--- config.mk ---
export PLATFORM = sky130hd
export DESIGN_NAME = ccl_cell
export DESIGN_NICKNAME = d
export VERILOG_FILES = /design/src/design/assert_macros.svh /design/src/design/ccl_pkg.sv /design/src/design/ccl_cell.sv
export SDC_FILE = /design/constraint.sdc
export NUM_CORES = 1
export LEC_CHECK = 0
export BUFFER_PORTS_ARGS = -buffer_cell sky130_fd_sc_hd__buf_2
export CAP_MARGIN = 20
export CORE_ASPECT_RATIO = 1.25
export CORE_MARGIN = 2
export CORE_UTILIZATION = 35
export CTS_CLUSTER_SIZE = 20
export DETAILED_ROUTE_END_ITERATION = 6
export GPL_ROUTABILITY_DRIVEN = 0
export HOLD_SLACK_MARGIN = 0.12
export PLACE_DENSITY = 0.51
export RECOVER_POWER = 100
export SLEW_MARGIN = 0
export SYNTH_ARGS = -nofsm -noshare
export SYNTH_HDL_FRONTEND = slang
export SYNTH_SLANG_ARGS = --single-unit
--- constraint.sdc ---
create_clock -name aclk -period 13.3 [get_ports aclk]
set_input_delay 3.99 -clock aclk [delete_from_list [all_inputs] [get_ports aclk]]
set_output_delay 3.99 -clock aclk [all_outputs]
set_load 0.03 [all_outputs]
--- src/design/assert_macros.svh ---
// assertion macros shared by the cross-channel normalization rtl
// no dependencies; expects aclk and aresetn in the including scope
`ifndef ASSERT_MACROS_SVH
`define ASSERT_MACROS_SVH

// property holds on every clock edge outside reset
`define CCL_ASSERT(lbl, prop, msg) \
    lbl: assert property (@(posedge aclk) disable iff (!aresetn) prop) else $error(msg);

// condition never true outside reset
`define CCL_NEVER(lbl, cond, msg) \
    lbl: assert property (@(posedge aclk) disable iff (!aresetn) !(cond)) else $error(msg);

`endif

--- src/design/ccl_pkg.sv ---
// types, constants and the exp2 factor table for the cross-channel normalizer
// no dependencies
package ccl_pkg;

    localparam int SAMPLE_BITS    = 16;
    localparam int SQ_BITS        = 2 * SAMPLE_BITS;
    localparam int MAX_WINDOW_DEF = 15;
    localparam int SUM_BITS       = 36;
    localparam int MANT_BITS      = 31;
    localparam int LOG_STEPS      = 16;
    localparam int TERM_BITS      = 29;
    localparam int S_BITS         = 30;
    localparam int CFG_IDX_BITS   = 2;
    localparam int CFG_DATA_BITS  = 32;

    localparam logic [SUM_BITS-1:0] SUM_MAX = '1;

    typedef enum logic [CFG_IDX_BITS-1:0] {
        REG_WINDOW = 2'd0,
        REG_ALPHA  = 2'd1,
        REG_BETA   = 2'd2,
        REG_K      = 2'd3
    } cfg_reg_t;

    typedef logic signed [SAMPLE_BITS-1:0] sample_t;

    typedef struct packed {
        sample_t sample;
        logic    last_channel;
    } in_beat_t;

    typedef struct packed {
        sample_t normalized;
        logic    last_out;
    } out_beat_t;

    typedef struct packed {
        logic [3:0]  window_size;
        logic [31:0] alpha_scale;
        logic [15:0] beta_exponent;
        logic [15:0] k_offset;
    } cfg_t;

    typedef struct packed {
        logic shift;
        logic clear;
    } cell_ctl_t;

    typedef struct packed {
        logic                start;
        logic [SUM_BITS-1:0] sum;
        logic [3:0]          window;
    } pow_req_t;

    typedef struct packed {
        logic                 done;
        logic signed [7:0]    q;
        logic [MANT_BITS-1:0] mant;
    } pow_rsp_t;

    typedef logic [LOG_STEPS-1:0][MANT_BITS-1:0] exp_tbl_t;

    // factors 2^(2^-j), j = 1..16, in Q1.30 by repeated integer square root
    function automatic exp_tbl_t exp_table();
        exp_tbl_t    tbl;
        logic [63:0] t;
        logic [63:0] n;
        logic [63:0] res;
        logic [63:0] bv;
        tbl = '0;
        t   = 64'd1 << 31;
        for (int j = 0; j < LOG_STEPS; j++) begin
            n   = t << 30;
            res = '0;
            bv  = 64'd1 << 62;
            for (int b = 0; b < 32; b++) begin
                if (n >= res + bv) begin
                    n   = n - (res + bv);
                    res = (res >> 1) + bv;
                end else begin
                    res = res >> 1;
                end
                bv = bv >> 2;
            end
            t      = res;
            tbl[j] = t[MANT_BITS-1:0];
        end
        return tbl;
    endfunction

endpackage

--- src/design/ccl_cell.sv ---
// one window cell: holds a sample and its square, passes the sample on
// depends on ccl_pkg
module ccl_cell import ccl_pkg::*; (
    input  logic               aclk,
    input  logic               aresetn,
    input  cell_ctl_t          ctl,
    input  sample_t            din,
    output sample_t            dout,
    output logic [SQ_BITS-1:0] sq
);

    sample_t                    smp_reg;
    logic [SQ_BITS-1:0]         sq_reg;
    logic [SAMPLE_BITS-1:0]     mag;

    assign mag = din[SAMPLE_BITS-1] ? (~din + 1'b1) : din;

    always_ff @(posedge aclk) begin
        if (!aresetn || ctl.clear) begin
            smp_reg <= '0;
            sq_reg  <= '0;
        end else if (ctl.shift) begin
            smp_reg <= din;
            sq_reg  <= mag * mag;
        end
    end

    assign dout = smp_reg;
    assign sq   = sq_reg;

endmodule

==> impl_metrics.json, run 1 <==
{
  "overflow": 0,
  "drtIter0Drc": 281,
  "rsz0062_at_grt": "no",
  "synth_cell_types": 66,
  "synth-xor-area-share": 0.0383,
  "core_um2": 25900,
  "finalCriticalPeriod_ns": 11.79,
  "dr_total_vias": 6966,
  "grt_max_degree": 47,
  "arrival_ns": 12.01,
  "synth_top_family_by_area": "adder cells",
  "finalCritPeriodShare": 0.886,
  "cts_root_buf": "clkbuf_16",
  "criticalPathCategory": "primary input to register",
  "violations": "max-capacitance violations, max-slew violations",
  "vias_per_cell": 4.77,
  "critPathMaxFanout": 16,
  "ys_seq_elements": 46,
  "synth-seq-area-share": 0.100,
  "wirelength_mm": 24.3,
  "fillers": 2725,
  "drv_cap": 1,
  "synth.top_cell.area_share": 0.357,
  "fin_ws_ns": 1.51,
  "wl_per_cell_um": 16.7,
  "antenna_found_initial": 0,
  "finalSetupViolCount": 0,
  "fmaxAchievable_mhz": 84.8,
  "skew_ns": 0,
  "start_util": 0.354,
  "max_slew.worst_pin.slew_ns": 2.99,
  "synth-simple-area-share": 0.135,
  "grt_pass1_wl_mm": 40.4,
  "ys_warn_count": 0,
  "boundaryPins": 68,
  "ant_nets": 0,
  "cts-hold-fix-buffers": 0,
  "die_h_um": 185,
  "post-route-drc-count": 0,
  "preCtsSetupSlack_ns": 1.49,
  "hold_viol": 0,
  "dp_hpwl_mm": 20.7,
  "dieArea_um2": 27600,
  "fin_tns_setup_ns": 0,
  "insertion_delay_ns": 0.31,
  "whs_ns": 0.460,
  "synth_edf_count": 0,
  "synth-compound-area-share": 0.0864,
  "port_buffers": 66,
  "endpoint_kind": "register",
  "synth-main-ff-cell": "dfxtp_1",
  "htreeDepth": 2,
  "grt_pass1_vias": 7517,
  "cts_resized": 0,
  "synth_common_cells": "inv_1 (240), fa_1 (164), nor2_1 (104)",
  "hold_class": "register to register",
  "synth.largest_area_cell": "fa_1",
  "clk_path_buf_depth": 2,
  "area_growth_pct": 8.88,
  "crit_required_ns": 13.52,
  "chipWidth_um": 149,
  "final_cells": 1459,
  "drv_slew": 47,
  "synth_area_leaders": "fa_1 (36%), ha_1 (13%), dfxtp_1 (10%)",
  "clk_pin_slew_ns": 0.07,
  "cts_made_buffers": 5,
  "rows": 66,
  "largest_reg_flops": 30,
  "post-synth-top-count-cell": "inv_1",
  "synth.avg_cell_area_um2": 8.70,
  "muxShareOfSynthArea": 0.0330,
  "drive_gt1_frac": 0.0465,
  "dp_cells": 1453,
  "startpoint_type": "primary input",
  "worst_slew_margin_rel": -0.995,
  "synth-adder-area-share": 0.488,
  "first_pass_iters": 4,
  "finalNetCount": 1400,
  "track_usage": 0.191,
  "diodes": 0,
  "syn_inst": 1056,
  "async_flop_share": 0,
  "cts_sinks": 46,
  "postCtsSetupRepairBufs": 0,
  "status": "finished with violations",
  "cts_tree": "yes",
  "netlist_area_um2": 9190
}
==> per-layer routing <==
metal | wire length [um] | part of all wire | vias to the layer above | track usage
met2 | 11600 | 0.48 | 122 | 0.324
met5 | 0 | 0 | - | 0
li1 | - | - | 3397 | -
met4 | 772 | 0.032 | 0 | 0.0670
met3 | 725 | 0.030 | 31 | 0.0251
met1 | 11200 | 0.46 | 3416 | 0.249
==> metrics by stage <==
step                area, um2   util
finish                  10000  0.386
global route            10000  0.386
CTS                     10100  0.388
detailed placement       9930  0.383
global placement         9930  0.383
floorplan                9220      -
==> placed cells by master, fill, tap and decap left out, types with 20 or more instances in the layout <==
cell type,n
inv_1,241
fa_1,164
nor2_1,104
nand2_1,103
ha_1,96
clkbuf_1,50
dfxtp_1,46
a21oi_1,30
mux2i_1,28
o21ai_0,23
xnor2_1,20
==> critical path, cell delays in order <==
cell	delay [ns]
clkbuf_1	0.18
inv_1	0.40
ha_1	0.27
nor3b_1	0.25
nand2_1	0.12
o31ai_1	0.26
xor2_1	0.61
inv_1	0.39
nand2_1	0.24
fa_1	0.47
fa_1	0.56
inv_1	0.06
fa_1	0.48
fa_1	0.53
fa_1	0.51
inv_1	0.05
fa_1	0.48
inv_1	0.04
ha_1	0.39
and4_1	0.25
and2_0	0.14
a32oi_1	0.20
o21ai_0	0.30
a41oi_1	0.15
or4b_1	0.51
a31oi_1	0.17
==> final timing paths <==
kind / from / end / slack (ns) / depth (start not counted)
setup / recovery: din[0] / sq[31] / 1.51 / 26
setup reg to reg: sq[30] / sq[30] / 12.48 / 2
hold reg to reg: sq[15] / sq[15] / 0.46 / 2
hold / removal: sq[15] / sq[15] / 0.46 / 2
==> layout make-up <==
cell class | instances | area [um2] | area share
Inverter | 250 | 941 | 0.0941
Clock buffer | 6 | 139 | 0.0139
Multi-Input combinational cell | 739 | 7220 | 0.722
Timing Repair Buffer | 78 | 353 | 0.0353
Sequential cell | 46 | 921 | 0.0921
Tap cell | 340 | 425 | 0.0425
==> cell families after synthesis <==
| group | Yosys count |
|---|---|
| buffers and inverters | 281 |
| AND/OR/NAND/NOR | 277 |
| adder cells (fa/ha/maj) | 260 |
| AO/OA/AOI/OAI | 122 |
| flip-flops | 46 |
| XOR/XNOR | 38 |
| multiplexers | 30 |
| other | 2 |
Power of run 1 is left out: the tool's default activity adds up to more than one toggle a clock period on the data nets, which glitch-free logic cannot reach.
==> inputs of run 2 (changes only) <==
CELL_PAD_IN_SITES_DETAIL_PLACEMENT = 1   (was unset)
CELL_PAD_IN_SITES_GLOBAL_PLACEMENT = 2   (was unset)
MAX_ROUTING_LAYER = met4   (was unset)
PLACE_DENSITY = 0.75   (was 0.51)
==> run 2 against run 1 <==
Compared with the run above:
- the run still ends with max-capacitance violations, max-slew violations left
- core utilization increased by 0.11 points
- final cell count increased by 0.34%
- clock-buffer cell count decreased by 1
- die area unchanged
- wire length increased by 11%
- sequential cell count unchanged
- maximum frequency decreased by 3.5%
- register-to-register slack about the same
- critical path depth increased by 1
- critical path type unchanged
- highest routed layer unchanged
==> impl_metrics.json, run 2 (synthesis results as in run 1) <==
{
  "violations": "max-capacitance violations, max-slew violations",
  "critPathMaxFanout": 16,
  "max_slew.worst_pin.slew_ns": 3.01,
  "track_usage": 0.215,
  "fin_util": 0.387,
  "cts_resized": 0,
  "cts_made_buffers": 5,
  "boundaryPins": 68,
  "cts_tree": "yes",
  "post-route-drc-count": 0,
  "criticalPathCategory": "primary input to register",
  "rsz0062_at_grt": "no",
  "drv_cap": 1,
  "postCtsSetupRepairBufs": 0,
  "hold_class": "register to register",
  "reg2reg_from": "sq[30]",
  "grt_max_degree": 47,
  "fin_tns_setup_ns": 0,
  "fillers": 3164,
  "clk_pin_slew_ns": 0.07,
  "status": "finished with violations",
  "final_cells": 1464,
  "r2r_cells": 2,
  "die_h_um": 185,
  "holdPathEnd": "sq[23]",
  "wirelength_mm": 26.9,
  "vias_per_cell": 4.90,
  "arrival_ns": 12.43,
  "overflow": 0,
  "first_pass_iters": 4,
  "insertion_delay_ns": 0.30,
  "skew_ns": 0,
  "drv_slew": 47,
  "dp_hpwl_mm": 23.3,
  "mostFrequentLayoutCells": "inv_1 (240), fa_1 (164), nor2_1 (104), nand2_1 (103), ha_1 (96)",
  "startpoint_type": "primary input",
  "cts_root_buf": "clkbuf_16",
  "hold_depth": 2,
  "worst_slew_margin_rel": -1.01,
  "worstReg2RegEnd": "sq[30]",
  "hold_viol": 0,
  "area_growth_pct": 9.18,
  "final_area_um2": 10000,
  "port_buffers": 66,
  "dp_cells": 1456,
  "finalCritPeriodShare": 0.918,
  "finalSetupViolCount": 0,
  "drive_gt1_frac": 0.0498,
  "dr_total_vias": 7168,
  "start_util": 0.354,
  "clk_path_buf_depth": 2,
  "wl_per_cell_um": 18.4,
  "crit_required_ns": 13.52,
  "placed_cell_area_um2": 9950,
  "rows": 66,
  "ant_nets": 0,
  "diodes": 0,
  "grt_pass1_vias": 8019,
  "drtIter0Drc": 170,
  "cts_sinks": 46,
  "finalNetCount": 1403,
  "htreeDepth": 2,
  "chipWidth_um": 149,
  "antenna_found_initial": 0,
  "grt_pass1_wl_mm": 44.5,
  "fmaxAchievable_mhz": 81.9,
  "cts-hold-fix-buffers": 0,
  "rrSetupSlack_ns": 12.47,
  "dieArea_um2": 27600,
  "core_um2": 25900,
  "largest_reg_flops": 30,
  "finalCriticalPeriod_ns": 12.21,
  "worstHoldStart": "sq[23]",
  "endpoint_kind": "register",
  "layout_commonest_cell": "inv_1"
}
run 2: critical path, cell delays in order:
cell,delay [ns]
clkbuf_1,0.34
inv_1,0.37
ha_1,0.35
nand2b_1,0.17
xor2_1,0.15
clkbuf_1,0.41
clkinv_1,0.59
nand2_1,0.29
inv_1,0.09
fa_1,0.53
inv_1,0.06
fa_1,0.53
inv_1,0.06
fa_1,0.49
fa_1,0.55
fa_1,0.55
inv_1,0.05
fa_1,0.54
inv_1,0.04
ha_1,0.41
and4_1,0.28
and2_0,0.14
a32oi_1,0.19
o21ai_0,0.35
a41oi_1,0.17
or4b_1,0.54
a31oi_1,0.17
run 2: per-stage QoR:
| stage | hold slack [ns] | setup WS, ns |
|---|---|---|
| 2_1_floorplan | 0.581 | 2.33 |
| 3_3_place_gp | 0.441 | 1.10 |
| 3_5_place_dp | 0.443 | 1.00 |
| 4_1_cts | 0.463 | 1.28 |
| 5_1_grt | 0.504 | 0.702 |
| 6_report | 0.461 | 1.09 |
run 2: area by class of cell:
cell class                      instances  area [um2]  area share
Clock buffer                            5         125      0.0125
Clock inverter                          3        25.0     0.00250
Multi-Input combinational cell        739        7220       0.720
Timing Repair Buffer                   81         372      0.0371
Tap cell                              340         425      0.0424
Sequential cell                        46         921      0.0918
Inverter                              250         941      0.0938
run 2: routing by layer:
metal / vias up / global-route usage / share of wire
li1: 3404 / - / -
met4: 0 / 0.0377 / 0.014
met1: 3656 / 0.280 / 0.46
met2: 87 / 0.376 / 0.51
met5: - / - / 0
met3: 21 / 0.0121 / 0.014
run 2: how the worst max path moves through the flow:
stage | startpoint | endpoint | slack (ns) | cells after the start
after floorplan | din[0] | sq[31] | 2.33 | 28
after global placement | din[0] | sq[31] | 1.10 | 28
after detailed placement | din[0] | sq[31] | 1.00 | 28
after CTS | din[0] | sq[31] | 1.28 | 28
after global routing | din[0] | sq[31] | 0.70 | 27
final | din[0] | sq[31] | 1.09 | 27
Power of run 2 is left out for the same reason.
==> inputs of run 3 (changes only) <==
--- a/config.mk
+++ b/config.mk
@@ -16,3 +16,2 @@
 export DETAILED_ROUTE_END_ITERATION = 6
-export GPL_ROUTABILITY_DRIVEN = 0
 export HOLD_SLACK_MARGIN = 0.12
==> constraint.sdc (replaced) <==
create_clock -name aclk -period 13.29 [get_ports aclk]
set_input_delay 3.987 -clock aclk [delete_from_list [all_inputs] [get_ports aclk]]
set_output_delay 3.987 -clock aclk [all_outputs]
set_load 0.02 [all_outputs]
==> run 3 against run 2 <==
Compared with the run above:
- the run still ends with max-capacitance violations, max-slew violations left
- clock skew did not move
- critical endpoint unchanged
- largest cell class unchanged
- critical path type unchanged
- sequential share of layout area barely moved
- first-iteration DRC count rose by 8.2%
==> impl_metrics.json, run 3 (synthesis results as in run 1) <==
{
  "reg2reg_from": "sq[30]",
  "start_util": 0.354,
  "cts_resized": 0,
  "finalNetCount": 1403,
  "drive_gt1_frac": 0.0498,
  "hold_depth": 2,
  "clk_path_buf_depth": 2,
  "die_h_um": 185,
  "wirelength_mm": 27.1,
  "wl_per_cell_um": 18.5,
  "gp_congestion": 0.914,
  "layout_commonest_cell": "inv_1",
  "track_usage": 0.215,
  "vias_per_cell": 4.90,
  "drv_cap": 1,
  "max_slew.worst_pin.slew_ns": 3.03,
  "insertion_delay_ns": 0.30,
  "grt_pass1_vias": 7938,
  "boundaryPins": 68,
  "finalSetupViolCount": 0,
  "antenna_found_initial": 0,
  "startpoint_type": "primary input",
  "dp_hpwl_mm": 23.4,
  "crit_required_ns": 13.51,
  "drtIter0Drc": 184,
  "drv_slew": 47,
  "dieArea_um2": 27600,
  "grt_pass1_wl_mm": 44.2,
  "hold_class": "register to register",
  "fin_ws_ns": 1.08,
  "preCtsSetupSlack_ns": 1.00,
  "r2r_cells": 2,
  "diodes": 0,
  "largest_reg_flops": 30,
  "post-route-drc-count": 0,
  "cts_sinks": 46,
  "status": "finished with violations",
  "htreeDepth": 2,
  "overflow": 0,
  "skew_ns": 0,
  "dr_total_vias": 7176,
  "violations": "max-capacitance violations, max-slew violations",
  "worst_slew_margin_rel": -1.02,
  "critPathMaxFanout": 16,
  "criticalPathCategory": "primary input to register",
  "core_um2": 25900,
  "area_growth_pct": 9.40,
  "ant_nets": 0,
  "rsz0062_at_grt": "no",
  "holdPathEnd": "sq[23]",
  "rrSetupSlack_ns": 12.48,
  "postCtsSetupRepairBufs": 0,
  "rows": 66,
  "cts_root_buf": "clkbuf_16",
  "cts_made_buffers": 5,
  "cts-hold-fix-buffers": 0,
  "worstHoldStart": "sq[23]",
  "fmaxAchievable_mhz": 81.9,
  "fillers": 3180,
  "worstReg2RegEnd": "sq[30]",
  "chipWidth_um": 149,
  "clk_pin_slew_ns": 0.07,
  "cts_tree": "yes",
  "finalCriticalPeriod_ns": 12.21,
  "fin_tns_setup_ns": 0,
  "mostFrequentLayoutCells": "inv_1 (240), fa_1 (164), nor2_1 (104), nand2_1 (103), ha_1 (96)",
  "arrival_ns": 12.43,
  "first_pass_iters": 4,
  "hold_viol": 0,
  "endpoint_kind": "register",
  "finalCritPeriodShare": 0.919,
  "port_buffers": 66,
  "grt_max_degree": 47
}
## run 3: worst max-delay path, stage by stage
cell and delay [ns]:
clkbuf_1 0.32, inv_1 0.37, ha_1 0.35, nand2b_1 0.17
xor2_1 0.15, clkbuf_1 0.44, clkinv_1 0.62, nand2_1 0.30
inv_1 0.09, fa_1 0.53, inv_1 0.06, fa_1 0.53
inv_1 0.06, fa_1 0.49, fa_1 0.55, fa_1 0.55
inv_1 0.05, fa_1 0.54, inv_1 0.05, ha_1 0.41
and4_1 0.27, and2_0 0.14, a32oi_1 0.19, o21ai_0 0.33
a41oi_1 0.17, or4b_1 0.53, a31oi_1 0.17
## run 3: per-stage QoR
| stage | cells | hold slack, ns | util | instance area, um2 |
|---|---|---|---|---|
| 2_1_floorplan | 1066 | 0.534 | - | 9220 |
| 3_3_place_gp | 1456 | 0.441 | 0.384 | 9950 |
| 3_5_place_dp | 1456 | 0.446 | 0.384 | 9950 |
| 4_1_cts | 1464 | 0.466 | 0.390 | 10100 |
| 5_1_grt | 1464 | 0.501 | 0.388 | 10000 |
| 6_report | 1464 | 0.469 | 0.388 | 10000 |
## run 3: layout make-up
| cell class | count | area (um2) | area share |
|---|---|---|---|
| Multi-Input combinational cell | 739 | 7220 | 0.719 |
| Sequential cell | 46 | 921 | 0.0916 |
| Clock inverter | 3 | 45.0 | 0.00448 |
| Tap cell | 340 | 425 | 0.0423 |
| Timing Repair Buffer | 81 | 372 | 0.0370 |
| Clock buffer | 5 | 125 | 0.0125 |
| Inverter | 250 | 941 | 0.0936 |
## run 3: routing by layer
layer  GRT usage  vias to the layer above  share of wire
met2       0.378                       92           0.51
met5           -                        -              0
met1       0.276                     3651           0.45
met3      0.0158                       24          0.024
li1            -                     3409              -
met4      0.0385                        0          0.015
## run 3: worst max path at each step
stage | cells past startpoint | start | slack (ns) | to
6_report | 27 | din[0] | 1.08 | sq[31]
4_1_cts | 28 | din[0] | 1.27 | sq[31]
3_3_place_gp | 28 | din[0] | 1.10 | sq[31]
2_1_floorplan | 28 | din[0] | 2.32 | sq[31]
3_5_place_dp | 28 | din[0] | 1.00 | sq[31]
5_1_grt | 27 | din[0] | 0.60 | sq[31]
Power of run 3 is left out for the same reason.
